==> config.mk <==
export PLATFORM = sky130hd
export DESIGN_NAME = kv_page_slot_allocator_top
export DESIGN_NICKNAME = d
export VERILOG_FILES = /design/src/hdl/kvpsa_pkg.sv /design/src/hdl/kv_page_slot_allocator_top.sv /design/src/hdl/kvpsa_front.sv /design/src/hdl/kvpsa_queue.sv /design/src/hdl/kvpsa_back.sv
export SDC_FILE = /design/constraint.sdc
export NUM_CORES = 2
export LEC_CHECK = 0
export ABC_AREA = 0
export CORE_MARGIN = 5
export CORE_UTILIZATION = 60
export DETAILED_ROUTE_END_ITERATION = 12
export DONT_BUFFER_PORTS = 1
export GPL_ROUTABILITY_DRIVEN = 0
export PLACE_DENSITY = 0.76
export SETUP_SLACK_MARGIN = 0.02
export SLEW_MARGIN = 0
export SYNTH_ARGS = -nofsm -noshare
export SYNTH_HDL_FRONTEND = slang
export SYNTH_SLANG_ARGS = --single-unit
export TNS_END_PERCENT = 5
==> constraint.sdc <==
create_clock -name clk -period 7.3 [get_ports clk]
set_input_delay 0.365 -clock clk [delete_from_list [all_inputs] [get_ports clk]]
set_output_delay 0.365 -clock clk [all_outputs]
set_load 0.05 [all_outputs]
==> src/hdl/kvpsa_pkg.sv <==
package kvpsa_pkg;

  localparam logic [1:0] CMD_ALLOC  = 2'd0;
  localparam logic [1:0] CMD_EXTEND = 2'd1;
  localparam logic [1:0] CMD_FREE   = 2'd2;
  localparam logic [1:0] CMD_UNUSED = 2'd3;

  localparam logic [2:0] ST_OK        = 3'd0;
  localparam logic [2:0] ST_NO_BUDGET = 3'd1;
  localparam logic [2:0] ST_NO_SLOT   = 3'd2;
  localparam logic [2:0] ST_IDLE_SLOT = 3'd3;
  localparam logic [2:0] ST_BAD_SLOT  = 3'd4;

  localparam logic REG_TOK_PER_PAGE = 1'b0;
  localparam logic REG_TOTAL_PAGES  = 1'b1;

  localparam int DIV_STEPS = 16;

  typedef struct packed {
    logic [1:0]  cmd;
    logic [7:0]  slot;
    logic        tok_zero;
    logic [15:0] need;
  } cmd_item_t;

  typedef enum logic [1:0] {
    F_IDLE,
    F_DIV,
    F_PUSH
  } front_state_t;

  typedef enum logic [2:0] {
    B_IDLE,
    B_READ,
    B_EXEC,
    B_SCAN,
    B_OUT
  } back_state_t;

endpackage

==> src/hdl/kv_page_slot_allocator_top.sv <==
// Channel   Direction  Payload (low bit first)
// s_*       in         cmd[1:0], slot[9:2], tokens[25:10]
// m_*       out        status, slot_out, free_pages, used_pages, free_slots
// cfg_*     in         index 0 tokens per page, index 1 total_pages
// An allocate or extend with tokens passes through the sixteen-step page
// divider in the front; an allocate that fits the budget then scans the
// slots eight at a time for the lowest free slot. Other commands skip the
// divider. Reset is synchronous and needs no clearing pass. A two-entry
// queue separates the divider from the slot logic, and the output register
// holds a result while the next command is already being worked on.
module kv_page_slot_allocator_top #(
  parameter int NUM_SLOTS = 64
) (
  input  logic        clk,
  input  logic        rst,
  input  logic        s_tvalid,
  output logic        s_tready,
  input  logic [31:0] s_tdata,   // cmd, slot, tokens, zero fill
  output logic        m_tvalid,
  input  logic        m_tready,
  output logic [55:0] m_tdata,   // status, slot_out, free_pages, used_pages, free_slots
  input  logic        cfg_we,
  input  logic        cfg_index,
  input  logic [15:0] cfg_data
);
  import kvpsa_pkg::*;

  logic [12:0] tok_per_page;
  logic [15:0] total_pages;
  logic        fq_valid;
  logic        fq_ready;
  cmd_item_t   fq_item;
  logic        qb_valid;
  logic        qb_ready;
  cmd_item_t   qb_item;

  always_ff @(posedge clk) begin
    if (rst) begin
      tok_per_page <= 13'd16;
      total_pages  <= 16'd1024;
    end else if (cfg_we) begin
      unique case (cfg_index)
        REG_TOK_PER_PAGE: tok_per_page <= cfg_data[12:0];
        REG_TOTAL_PAGES:  total_pages  <= cfg_data;
        default: ;
      endcase
    end
  end

  kvpsa_front u_front (
    .clk          (clk),
    .rst          (rst),
    .s_tvalid     (s_tvalid),
    .s_tready     (s_tready),
    .s_tdata      (s_tdata),
    .tok_per_page (tok_per_page),
    .q_valid      (fq_valid),
    .q_ready      (fq_ready),
    .q_item       (fq_item)
  );

  kvpsa_queue u_queue (
    .clk       (clk),
    .rst       (rst),
    .in_valid  (fq_valid),
    .in_ready  (fq_ready),
    .in_item   (fq_item),
    .out_valid (qb_valid),
    .out_ready (qb_ready),
    .out_item  (qb_item)
  );

  kvpsa_back #(
    .NUM_SLOTS (NUM_SLOTS)
  ) u_back (
    .clk         (clk),
    .rst         (rst),
    .q_valid     (qb_valid),
    .q_ready     (qb_ready),
    .q_item      (qb_item),
    .total_pages (total_pages),
    .m_tvalid    (m_tvalid),
    .m_tready    (m_tready),
    .m_tdata     (m_tdata)
  );

endmodule

==> src/hdl/kvpsa_front.sv <==
module kvpsa_front (
  input  logic                  clk,
  input  logic                  rst,
  input  logic                  s_tvalid,
  output logic                  s_tready,
  input  logic [31:0]           s_tdata,
  input  logic [12:0]           tok_per_page,
  output logic                  q_valid,
  input  logic                  q_ready,
  output kvpsa_pkg::cmd_item_t  q_item
);
  import kvpsa_pkg::*;

  front_state_t state, state_next;
  logic [1:0]  cmd;
  logic [7:0]  slot;
  logic        tok_zero;
  logic [15:0] quo;
  logic [12:0] rem;
  logic [12:0] divisor;
  logic [3:0]  cnt;
  logic [13:0] shifted;
  logic        ge;
  logic        accept;
  logic        skip_div;

  assign accept   = s_tvalid && s_tready;
  assign shifted  = {rem, quo[15]};
  assign ge       = shifted >= {1'b0, divisor};
  assign skip_div = (s_tdata[25:10] == 16'd0) || (s_tdata[1:0] == CMD_FREE)
                    || (s_tdata[1:0] == CMD_UNUSED);

  always_comb begin
    state_next = state;
    unique case (state)
      F_IDLE: if (s_tvalid) state_next = skip_div ? F_PUSH : F_DIV;
      F_DIV:  if (cnt == 4'(DIV_STEPS - 1)) state_next = F_PUSH;
      F_PUSH: if (q_ready) state_next = F_IDLE;
      default: state_next = F_IDLE;
    endcase
  end

  always_comb begin
    s_tready      = (state == F_IDLE);
    q_valid       = (state == F_PUSH);
    q_item.cmd    = cmd;
    q_item.slot   = slot;
    q_item.tok_zero = tok_zero;
    if (tok_zero && cmd == CMD_ALLOC) begin
      q_item.need = 16'd1;
    end else begin
      q_item.need = quo + 16'(rem != 13'd0);
    end
  end

  always_ff @(posedge clk) begin
    if (rst) begin
      state <= F_IDLE;
    end else begin
      state <= state_next;
    end
  end

  always_ff @(posedge clk) begin
    if (accept) begin
      cmd      <= s_tdata[1:0];
      slot     <= s_tdata[9:2];
      tok_zero <= (s_tdata[25:10] == 16'd0);
      quo      <= skip_div ? 16'd0 : s_tdata[25:10];
      rem      <= 13'd0;
      cnt      <= 4'd0;
      divisor  <= (tok_per_page == 13'd0) ? 13'd1 : tok_per_page;
    end else if (state == F_DIV) begin
      rem <= ge ? 13'(shifted - {1'b0, divisor}) : shifted[12:0];
      quo <= {quo[14:0], ge};
      cnt <= cnt + 4'd1;
    end
  end

endmodule

==> src/hdl/kvpsa_queue.sv <==
module kvpsa_queue (
  input  logic                  clk,
  input  logic                  rst,
  input  logic                  in_valid,
  output logic                  in_ready,
  input  kvpsa_pkg::cmd_item_t  in_item,
  output logic                  out_valid,
  input  logic                  out_ready,
  output kvpsa_pkg::cmd_item_t  out_item
);
  import kvpsa_pkg::*;

  cmd_item_t  entries [2];
  logic       wptr;
  logic       rptr;
  logic [1:0] count;
  logic       push;
  logic       pop;

  assign in_ready  = (count != 2'd2);
  assign out_valid = (count != 2'd0);
  assign out_item  = entries[rptr];
  assign push      = in_valid && in_ready;
  assign pop       = out_valid && out_ready;

  always_ff @(posedge clk) begin
    if (rst) begin
      wptr  <= 1'b0;
      rptr  <= 1'b0;
      count <= 2'd0;
    end else begin
      if (push) wptr <= ~wptr;
      if (pop) rptr <= ~rptr;
      count <= count + 2'(push) - 2'(pop);
    end
  end

  always_ff @(posedge clk) begin
    if (push) entries[wptr] <= in_item;
  end

endmodule

==> src/hdl/kvpsa_back.sv <==
module kvpsa_back #(
  parameter int NUM_SLOTS = 64
) (
  input  logic                  clk,
  input  logic                  rst,
  input  logic                  q_valid,
  output logic                  q_ready,
  input  kvpsa_pkg::cmd_item_t  q_item,
  input  logic [15:0]           total_pages,
  output logic                  m_tvalid,
  input  logic                  m_tready,
  output logic [55:0]           m_tdata
);
  import kvpsa_pkg::*;

  localparam int SW  = (NUM_SLOTS > 1) ? $clog2(NUM_SLOTS) : 1;
  localparam int NCH = (NUM_SLOTS + 7) / 8;
  localparam int CW  = (NCH > 1) ? $clog2(NCH) : 1;
  localparam int FCW = $clog2(NUM_SLOTS + 1);

  back_state_t state, state_next;
  cmd_item_t   cur;
  logic [15:0] held_mem [NUM_SLOTS];
  logic [15:0] held_rd;
  logic        mem_we;
  logic [SW-1:0] mem_waddr;
  logic [15:0] mem_wdata;

  logic [NUM_SLOTS-1:0] in_use;
  logic [NCH*8-1:0]     busy_pad;
  logic [15:0]          piu;
  logic [FCW-1:0]       free_cnt;
  logic [FCW+6:0]       free_ext;
  logic [CW-1:0]        chunk;
  logic [7:0]           chunk_bits;
  logic                 found;
  logic [2:0]           pos;
  logic [CW+2:0]        grant;
  logic [SW-1:0]        gidx;
  logic [SW-1:0]        cidx;
  logic                 slot_ok;
  logic                 fits;
  logic [16:0]          sum;
  logic                 last_chunk;
  logic [2:0]           status;
  logic [7:0]           slot_out;
  logic [2:0]           exec_status;
  logic [7:0]           exec_slot;
  logic                 out_load;

  genvar g;
  generate
    for (g = 0; g < NCH * 8; g++) begin : g_pad
      if (g < NUM_SLOTS) begin : g_real
        assign busy_pad[g] = in_use[g];
      end else begin : g_fill
        assign busy_pad[g] = 1'b1;
      end
    end
  endgenerate

  assign cidx       = SW'(cur.slot);
  assign slot_ok    = {1'b0, cur.slot} < 9'(NUM_SLOTS);
  assign sum        = {1'b0, piu} + {1'b0, cur.need};
  assign fits       = sum <= {1'b0, total_pages};
  assign chunk_bits = busy_pad[chunk*8 +: 8];
  assign last_chunk = (chunk == CW'(NCH - 1));
  assign grant      = {chunk, pos};
  assign gidx       = SW'(grant);
  assign out_load   = (state == B_OUT) && (!m_tvalid || m_tready);
  assign free_ext   = (FCW + 7)'(free_cnt);

  always_comb begin
    found = 1'b0;
    pos   = 3'd0;
    for (int i = 7; i >= 0; i--) begin
      if (!chunk_bits[i]) begin
        found = 1'b1;
        pos   = 3'(i);
      end
    end
  end

  always_comb begin
    exec_slot   = cur.slot;
    exec_status = ST_OK;
    unique case (cur.cmd)
      CMD_ALLOC: begin
        exec_slot = 8'd0;
        if (!fits) exec_status = ST_NO_BUDGET;
      end
      CMD_EXTEND: begin
        if (!slot_ok) begin
          exec_status = ST_BAD_SLOT;
        end else if (!cur.tok_zero) begin
          if (!in_use[cidx]) begin
            exec_status = ST_IDLE_SLOT;
          end else if (!fits) begin
            exec_status = ST_NO_BUDGET;
          end
        end
      end
      default: exec_status = ST_OK;
    endcase
  end

  always_comb begin
    state_next = state;
    unique case (state)
      B_IDLE: if (q_valid) state_next = B_READ;
      B_READ: state_next = B_EXEC;
      B_EXEC: state_next = (cur.cmd == CMD_ALLOC && fits) ? B_SCAN : B_OUT;
      B_SCAN: if (found || last_chunk) state_next = B_OUT;
      B_OUT:  if (!m_tvalid || m_tready) state_next = B_IDLE;
      default: state_next = B_IDLE;
    endcase
  end

  always_comb begin
    q_ready   = (state == B_IDLE);
    mem_we    = 1'b0;
    mem_waddr = cidx;
    mem_wdata = held_rd + cur.need;
    if (state == B_EXEC && cur.cmd == CMD_EXTEND && slot_ok && !cur.tok_zero
        && in_use[cidx] && fits) begin
      mem_we = 1'b1;
    end else if (state == B_SCAN && found) begin
      mem_we    = 1'b1;
      mem_waddr = gidx;
      mem_wdata = cur.need;
    end
  end

  always_ff @(posedge clk) begin
    if (mem_we) held_mem[mem_waddr] <= mem_wdata;
    held_rd <= held_mem[cidx];
  end

  always_ff @(posedge clk) begin
    if (rst) begin
      state    <= B_IDLE;
      in_use   <= '0;
      piu      <= 16'd0;
      free_cnt <= FCW'(NUM_SLOTS);
      m_tvalid <= 1'b0;
    end else begin
      state <= state_next;
      if (state == B_EXEC && cur.cmd == CMD_EXTEND && slot_ok && !cur.tok_zero
          && in_use[cidx] && fits) begin
        piu <= sum[15:0];
      end
      if (state == B_EXEC && cur.cmd == CMD_FREE && slot_ok && in_use[cidx]) begin
        piu          <= (piu >= held_rd) ? piu - held_rd : 16'd0;
        in_use[cidx] <= 1'b0;
        free_cnt     <= free_cnt + FCW'(1);
      end
      if (state == B_SCAN && found) begin
        piu          <= sum[15:0];
        in_use[gidx] <= 1'b1;
        free_cnt     <= free_cnt - FCW'(1);
      end
      if (out_load) begin
        m_tvalid <= 1'b1;
      end else if (m_tready) begin
        m_tvalid <= 1'b0;
      end
    end
  end

  always_ff @(posedge clk) begin
    if (state == B_IDLE && q_valid) begin
      cur <= q_item;
    end
    if (state == B_READ) begin
      chunk <= '0;
    end else if (state == B_SCAN) begin
      chunk <= chunk + CW'(1);
    end
    if (state == B_EXEC) begin
      slot_out <= exec_slot;
      status   <= exec_status;
    end
    if (state == B_SCAN) begin
      if (found) begin
        slot_out <= 8'(grant);
      end else if (last_chunk) begin
        status <= ST_NO_SLOT;
      end
    end
    if (out_load) begin
      m_tdata <= {6'd0, free_ext[6:0], piu,
                  (total_pages > piu) ? total_pages - piu : 16'd0,
                  slot_out, status};
    end
  end

endmodule

; Word level (Yosys, flattened, before mapping)
; Memory sizes are Yosys's and may differ from the RTL's. A register that Yosys moved wholly into a read port is not among the register bits.
; Cells that the tools add are included.
[word_totals]
register_bits = 247
latch_bits = 0
ramBits = 1078
rom_bits = 0
input_bits = 54
output_inout_bits = 58
word_cells = 182
memories = 2
[mem_list]
columns = memory, words, width, rd, rd_ports_with_merged_regs, wr, line_no
row1 = u_back.held_mem, 64, 16, 1, 1, 1, kvpsa_back.sv:23  ; logic [15:0] held_mem [NUM_SLOTS];
row2 = u_queue.entries, 2, 27, 1, 1, 1, kvpsa_queue.sv:13  ; cmd_item_t entries [2];
[op_classes]
addsub = 12
mul = 0
div = 0
magnitude_cmp = 9
eq_ne = 19
n_shift = 1
mux = 71
n_bitwise = 6
n_reduce_logical = 39
[ops]
columns = operator, count
row1 = 64-bit 2-to-1 mux, 3
row2 = 16-bit 2-to-1 mux, 10
row3 = 64-bit bitwise AND, 1
row4 = 64-bit inverter, 1
row5 = 64-bit OR, 1
row6 = 64-bit by 7-bit variable part select with 8-bit output, 1
row7 = 3-bit 2-to-1 mux, 19
row8 = 8-bit 2-to-1 mux, 4
row9 = 16-bit subtractor, 2
row10 = 1-bit 2-to-1 mux, 20
row11 = 16-bit by 16-bit adder with 17-bit output, 1
row12 = 17-bit by 16-bit <= comparator with 1-bit output, 1
row13 = 1-bit logical AND, 17
row14 = 16-bit by 1-bit adder with 16-bit output, 1
row15 = 16-bit adder, 1
row16 = 16-bit >= comparator, 1
row17 = 16-bit greater-than comparator, 1
row18 = 16-bit logical NOT, 1
row19 = 3-bit one-hot mux with 5 select lines, 1
row20 = 14-bit by 13-bit >= comparator with 1-bit output, 1
row21 = "6-bit by 7-bit less-than comparator with 1-bit output, second input constant", 2
row22 = 7-bit 2-to-1 mux, 2
row23 = 13-bit logical NOT, 1
row24 = 13-bit 2-to-1 mux, 1
row25 = other kinds (33), 63

; Logic depth before layout (Yosys ltp)
[logic_depth]
word_depth = 15
ltp_mapped = 21
mapped_depth_nobuf = 18

; By module
; A second synthesis with hierarchy kept.
[hier_totals]
hier_cells = 3966
hier_area_um2 = 56769.4
[by_module_without_submodules]
columns = mod, instances, cells_each, area_per_inst_um2, seq_area_each_um2
row1 = kvpsa_back, 1, 3375, 49971.7, 35484.0
row2 = kvpsa_front, 1, 362, 3353.2, 1581.5
row3 = kvpsa_queue, 1, 113, 2212.1, 1721.7
row4 = kv_page_slot_allocator_top, 1, 116, 1232.4, 580.6

; Worst setup path after synthesis
; No wires, ideal clock.
[synth_path]
kind = register to register
startpoint = reg u_back.chunk[1]
endpoint = mem u_back.held_mem[0][4], data pin
setup_time_ns = 0.720
t_arrival_ns = 4.835
required_ns = 6.580
setup_slack_ns = 1.745
stages_incl_launch_ff = 12
path_buffers = 4
period_less_slack_ns = 5.555
cell_sequence = dfxtp_1 > buf_6 > buf_6 > nand2_1 > mux4_2 > o2bb2a_4 > nand4_4 > o21ai_4 > buf_6 > buf_12 > inv_2 > o31ai_1
[synth_between]
elab_chain_cells = 12
[synth_rtl]
columns = element, line_no
row1 = from (decl), kvpsa_back.sv:34  ; logic [CW-1:0] chunk;
row2 = from (signal assigned), kvpsa_back.sv:177  ; chunk <= chunk + CW'(1);
row3 = 64-bit by 7-bit variable part select with 8-bit output *, kvpsa_back.sv:66  ; assign chunk_bits = busy_pad[chunk*8 +: 8];
row4 = 1-bit 2-to-1 mux (7 in series), kvpsa_back.sv:77  ; if (!chunk_bits[i]) begin
row5 = 1-bit 2-to-1 mux *, kvpsa_back.sv:77
row6 = 1-bit logical AND *, kvpsa_back.sv:127  ; end else if (state == B_SCAN && found) begin
row7 = 16-bit 2-to-1 mux *, kvpsa_back.sv:127
row8 = 16-bit 2-to-1 mux *, kvpsa_back.sv:124  ; if (state == B_EXEC && cur.cmd == CMD_EXTEND && slot_ok && !cur.tok_zero
row9 = net u_back.mem_wdata[4], kvpsa_back.sv:27  ; logic [15:0] mem_wdata;
row10 = to (decl), kvpsa_back.sv:23
; Mark *: on every way through the listed nets, which the timed path passes. The rest lies on a longest branch.

; Worst setup path in the final report
[layout_path]
startpoint = reg u_back.cur[0] (netlist name)
endpoint = mem u_back.held_mem[27][1], enable pin
[layout_between]
elab_chain_cells = 6
elab_cells_between_ends = 7
classes_between = add/sub (1) / order compare (1) / mux (4) / reduce/logical (1)
[layout_rtl]
columns = element, line_no
row1 = 16-bit by 16-bit adder with 17-bit output *, kvpsa_back.sv:64  ; assign sum = {1'b0, piu} + {1'b0, cur.need};
row2 = 17-bit by 16-bit <= comparator with 1-bit output *, kvpsa_back.sv:65  ; assign fits = sum <= {1'b0, total_pages};
row3 = 1-bit logical AND *, kvpsa_back.sv:125  ; && in_use[cidx] && fits) begin
row4 = 1-bit 2-to-1 mux, kvpsa_back.sv:124
row5 = 1-bit 2-to-1 mux, kvpsa_back.sv:135  ; if (mem_we) held_mem[mem_waddr] <= mem_wdata;
row6 = 1-bit 2-to-1 mux (implied by the code), kvpsa_back.sv:135
; Every way passes the cells marked *; elsewhere a longest branch is shown, timed or not.

==> impl_metrics.toml <==
[outcome]
run_status = "complete, no violations"

[sta]
fin_crit_ns = 6.24
slew_viol_final = 0
maxClockFrequency_mhz = 160
setup_tns_ns = 0
worstMarginPinSlew_ns = 1.33
finalHoldViolCount = 0
clock_skew_ns = 0.0516
setup_violations = 0
relSlewSlack = 0.110
period_share = 0.854
rsz0062_at_grt = "no"

[setup_path]
reg2reg_to = "u_back.held_mem[27][1]$_DFFE_PP_"
cp.arrival_ns = 6.68
startpoint = "u_back.cur[0]$_DFFE_PP_"
cp_max_fo = 10
worstPathCellList = "ha_1 -> fa_1 -> a211oi_1 -> o21bai_1 -> a21oi_1 -> o21ai_0 -> a2111o_1 -> o211ai_1 -> ha_1 -> a21o_1 -> a21oi_1 -> o221ai_1 -> a211oi_1 -> o21ai_0 -> nor4_4 -> buf_4 -> a21oi_1 -> nor2_1 -> buf_4"
slowest_stage = "nor2_1"
crit_buf_inv = 2
critical_path.top_delay_family = "compound AO/OA/AOI/OAI gates"
startpoint_type = "register"
r2r-start = "u_back.cur[0]$_DFFE_PP_"
ff2ff_setup_slack_ns = 1.06
endpoint_kind = "register"
required_ns = 7.74
cpPeakStageDelay_ns = 0.61
rr_worst_depth = 19
crit_top_cell = "a21oi_1"
path_class = "reg2reg"

[floorplanning]
die_h_um = 317
dieArea_sq_mm = 0.100
coreArea_sq_mm = 0.0933
io_pins = 112
rows = 112
die_w_um = 317
start_util = 0.605

[cells_and_area]
syn2layout_area_growth_pct = 12.2
final_cell_count_no_fill = 5397
fillers = 6149
layout-drive-gt1-share = 0.118
layout.nets = 4194
fin_util = 0.679

[logic_synthesis]
synth_top_cell_by_area = "edfxtp_1"
synth_top_area_share = 0.636
yosysSeqAreaShare = 0.697
synth_most_common_cell = "edfxtp_1"
async_reset_ff_frac = 0
synth.avg_cell_area_sq_um = 14.4
synth_edf_count = 1195
synthTopCellsByCount = "edfxtp_1 (1195), a22oi_1 (376), nand2_1 (220)"
synth_area_leaders = "edfxtp_1 (64%), dfxtp_1 (6.1%), a22oi_1 (5.0%)"
netlist_area_sq_mm = 0.0565
synth_ff_type = "edfxtp_1"
synth_warnings = 0
synth_cell_type_count = 98
synth_seq_cells = 1368
syn_inst = 3931

[global_routing]
grt_max_degree = 128
grt.overflow.total = 0
grt_usage = 0.312
grt_pass1_vias = 35500
grt_antenna_before_repair = 8
grt_pass1_wl_um = 232000

[cts]
cts-root-buf = "clkbuf_16"
post-cts-setup-buffers = 0
cts_tree = "built"
cts_sinks = 1368
numCtsBuffers = 136
clock_path_buffers = 3
clock_latency_ns = 0.77
clkTransAtPathRegs_ns = 0.06
cts-htree-levels = 4

[worst_hold_path]
min_path_cells = 2
hold-path-endpoint = "u_back.busy_pad[44]$_SDFF_PP0_"
worstHoldStart = "rst"
hold_class = "in2reg"

[drt]
antenna_left = 0
totalWireLength_um = 158000
drc = 0
routed-wl-met2_um = 69300
dr.pass1.iters = 6
routedWlPerCell_um = 29.3
routed.top_layer = "met5"
drt-initial-drc-count = 5930
met1_length_um = 59300
vias = 37400
wl_met3_um = 21400
viasPerCell = 6.93

[placement]
port_buffers = 0
placed_cells = 5096
place_hpwl_um = 95200

[power_and_ir_drop]
p_int_mw = 17.5
switching_share = 0.359
comb_power_share = 0.304
power_density_mw_per_mm2 = 431
p_clk_frac = 0.255
switching_power_mw = 9.82
p_leak_nw = 20.5
ir_drop_v = 0.000498
seqPwrFrac = 0.441

[flow_run]
drv_cap = 0
==> worst register-to-register path, delay by kind of cell (launching register included) <==
family	cells	cell delay, ns
adders and majority gates	3	0.98
DFF	1	0.44
buffers and inverters	2	0.72
AOI/OAI and AO/OA	12	2.81
and+or+nand+nor	2	1.00
==> power by group through the flow <==
stage	clock, mW	combinational, mW	sequential (mW)
global route	7.35	8.65	12.1
floorplan	0	4.25	12.3
detailed placement	0	7.97	12.2
finish	6.96	8.31	12.1
global placement	0	7.75	12.2
CTS	7.00	8.04	12.0
==> cells by family (layout without fill, tap and decap cells) <==
group                    after synthesis  after routing  share of synthesized area
AO/OA/AOI/OAI                       1147           1147                      0.148
adder cells (fa/ha/maj)              110            110                     0.0252
XOR/XNOR                              75             75                     0.0116
flip-flops                          1368           1368                      0.697
buffers and inverters                340            540                     0.0256
other                                  1             13                  0.0000664
AND/OR/NAND/NOR                      778            778                     0.0691
multiplexers                         112            112                     0.0236
==> layout make-up <==
type                            instances  area, sq um  area share
Antenna cell                            7         17.5    0.000277
Clock buffer                          174         3620      0.0571
Clock inverter                         70          816      0.0129
Inverter                              108          405     0.00640
Multi-Input combinational cell       2228        15900       0.251
Sequential cell                      1368        39300       0.621
Tap cell                             1254         1570      0.0248
Timing Repair Buffer                  188         1640      0.0259
==> registers in the layout, indices dropped and copies added (netlist names), 3 cells and up <==
signal and cells:
u_back.chunk 3, u_front.slot 8, u_back.cur 21, tok_per_page 13, u_back.state 3, u_back.slot_out 8, u_front.cnt 4, u_front.quo 16
u_back.cidx 6, u_back.piu 16, total_pages 16, u_back.status 3, u_back.held_rd 16, u_back.busy_pad 64, u_queue.entries 54, u_back.free_cnt 7
u_front.rem 13, u_front.divisor 13, u_back.m_tdata 50, u_back.held_mem 1024
==> how the worst max path moves through the flow <==
stage / slack (ns) / endpoint / cells past startpoint
after floorplan: 1.75 / u_back.held_mem[0][4]$_DFFE_PP_ / 11
after global placement: 1.26 / u_back.held_mem[27][12]$_DFFE_PP_ / 19
after detailed placement: 1.22 / u_back.held_mem[27][1]$_DFFE_PP_ / 19
after CTS: 1.15 / u_back.held_mem[27][15]$_DFFE_PP_ / 19
after global routing: 0.65 / u_back.held_mem[27][1]$_DFFE_PP_ / 19
final: 1.06 / u_back.held_mem[27][1]$_DFFE_PP_ / 19
==> cell usage in the layout (no fill, tap or decap), types with 68 or more instances in the layout <==
master     netlist  layout
ha_1           104     104
a21oi_1        215     203
inv_1          105     105
clkbuf_16        0     139
a22oi_1        376     376
a221oi_1        68      68
a31oi_1         70      69
buf_4           14     131
nor2_1         208     205
a22o_1          76      76
nand2_1        220     219
dfxtp_1        173     173
edfxtp_1      1195    1195
==> through the flow <==
stage               worst slack (ns)  area, sq um  hold WS [ns]  power (mW)
detailed placement              1.22        58400         0.431        20.2
global placement                1.26        58400         0.419        19.9
floorplan                       1.75        56500         0.408        16.5
finish                          1.06        63300        0.0394        27.3
CTS                             1.15        63300       0.00121        27.1
global route                   0.650        63300        0.0308        28.1
==> per-layer routing <==
layer | up-vias | global-route usage
li1 | 15800 | -
met1 | 18400 | 0.440
met2 | 2747 | 0.458
met3 | 463 | 0.0929
met4 | 6 | 0.137
met5 | - | 0
==> what timing repair did <==
item / CTS / global route
gates resized for setup: 0 / 0
hold endpoints to repair: 153 / 0
hold buffers: 50 / 0
Note: power is estimated with default switching activity, not from simulation.
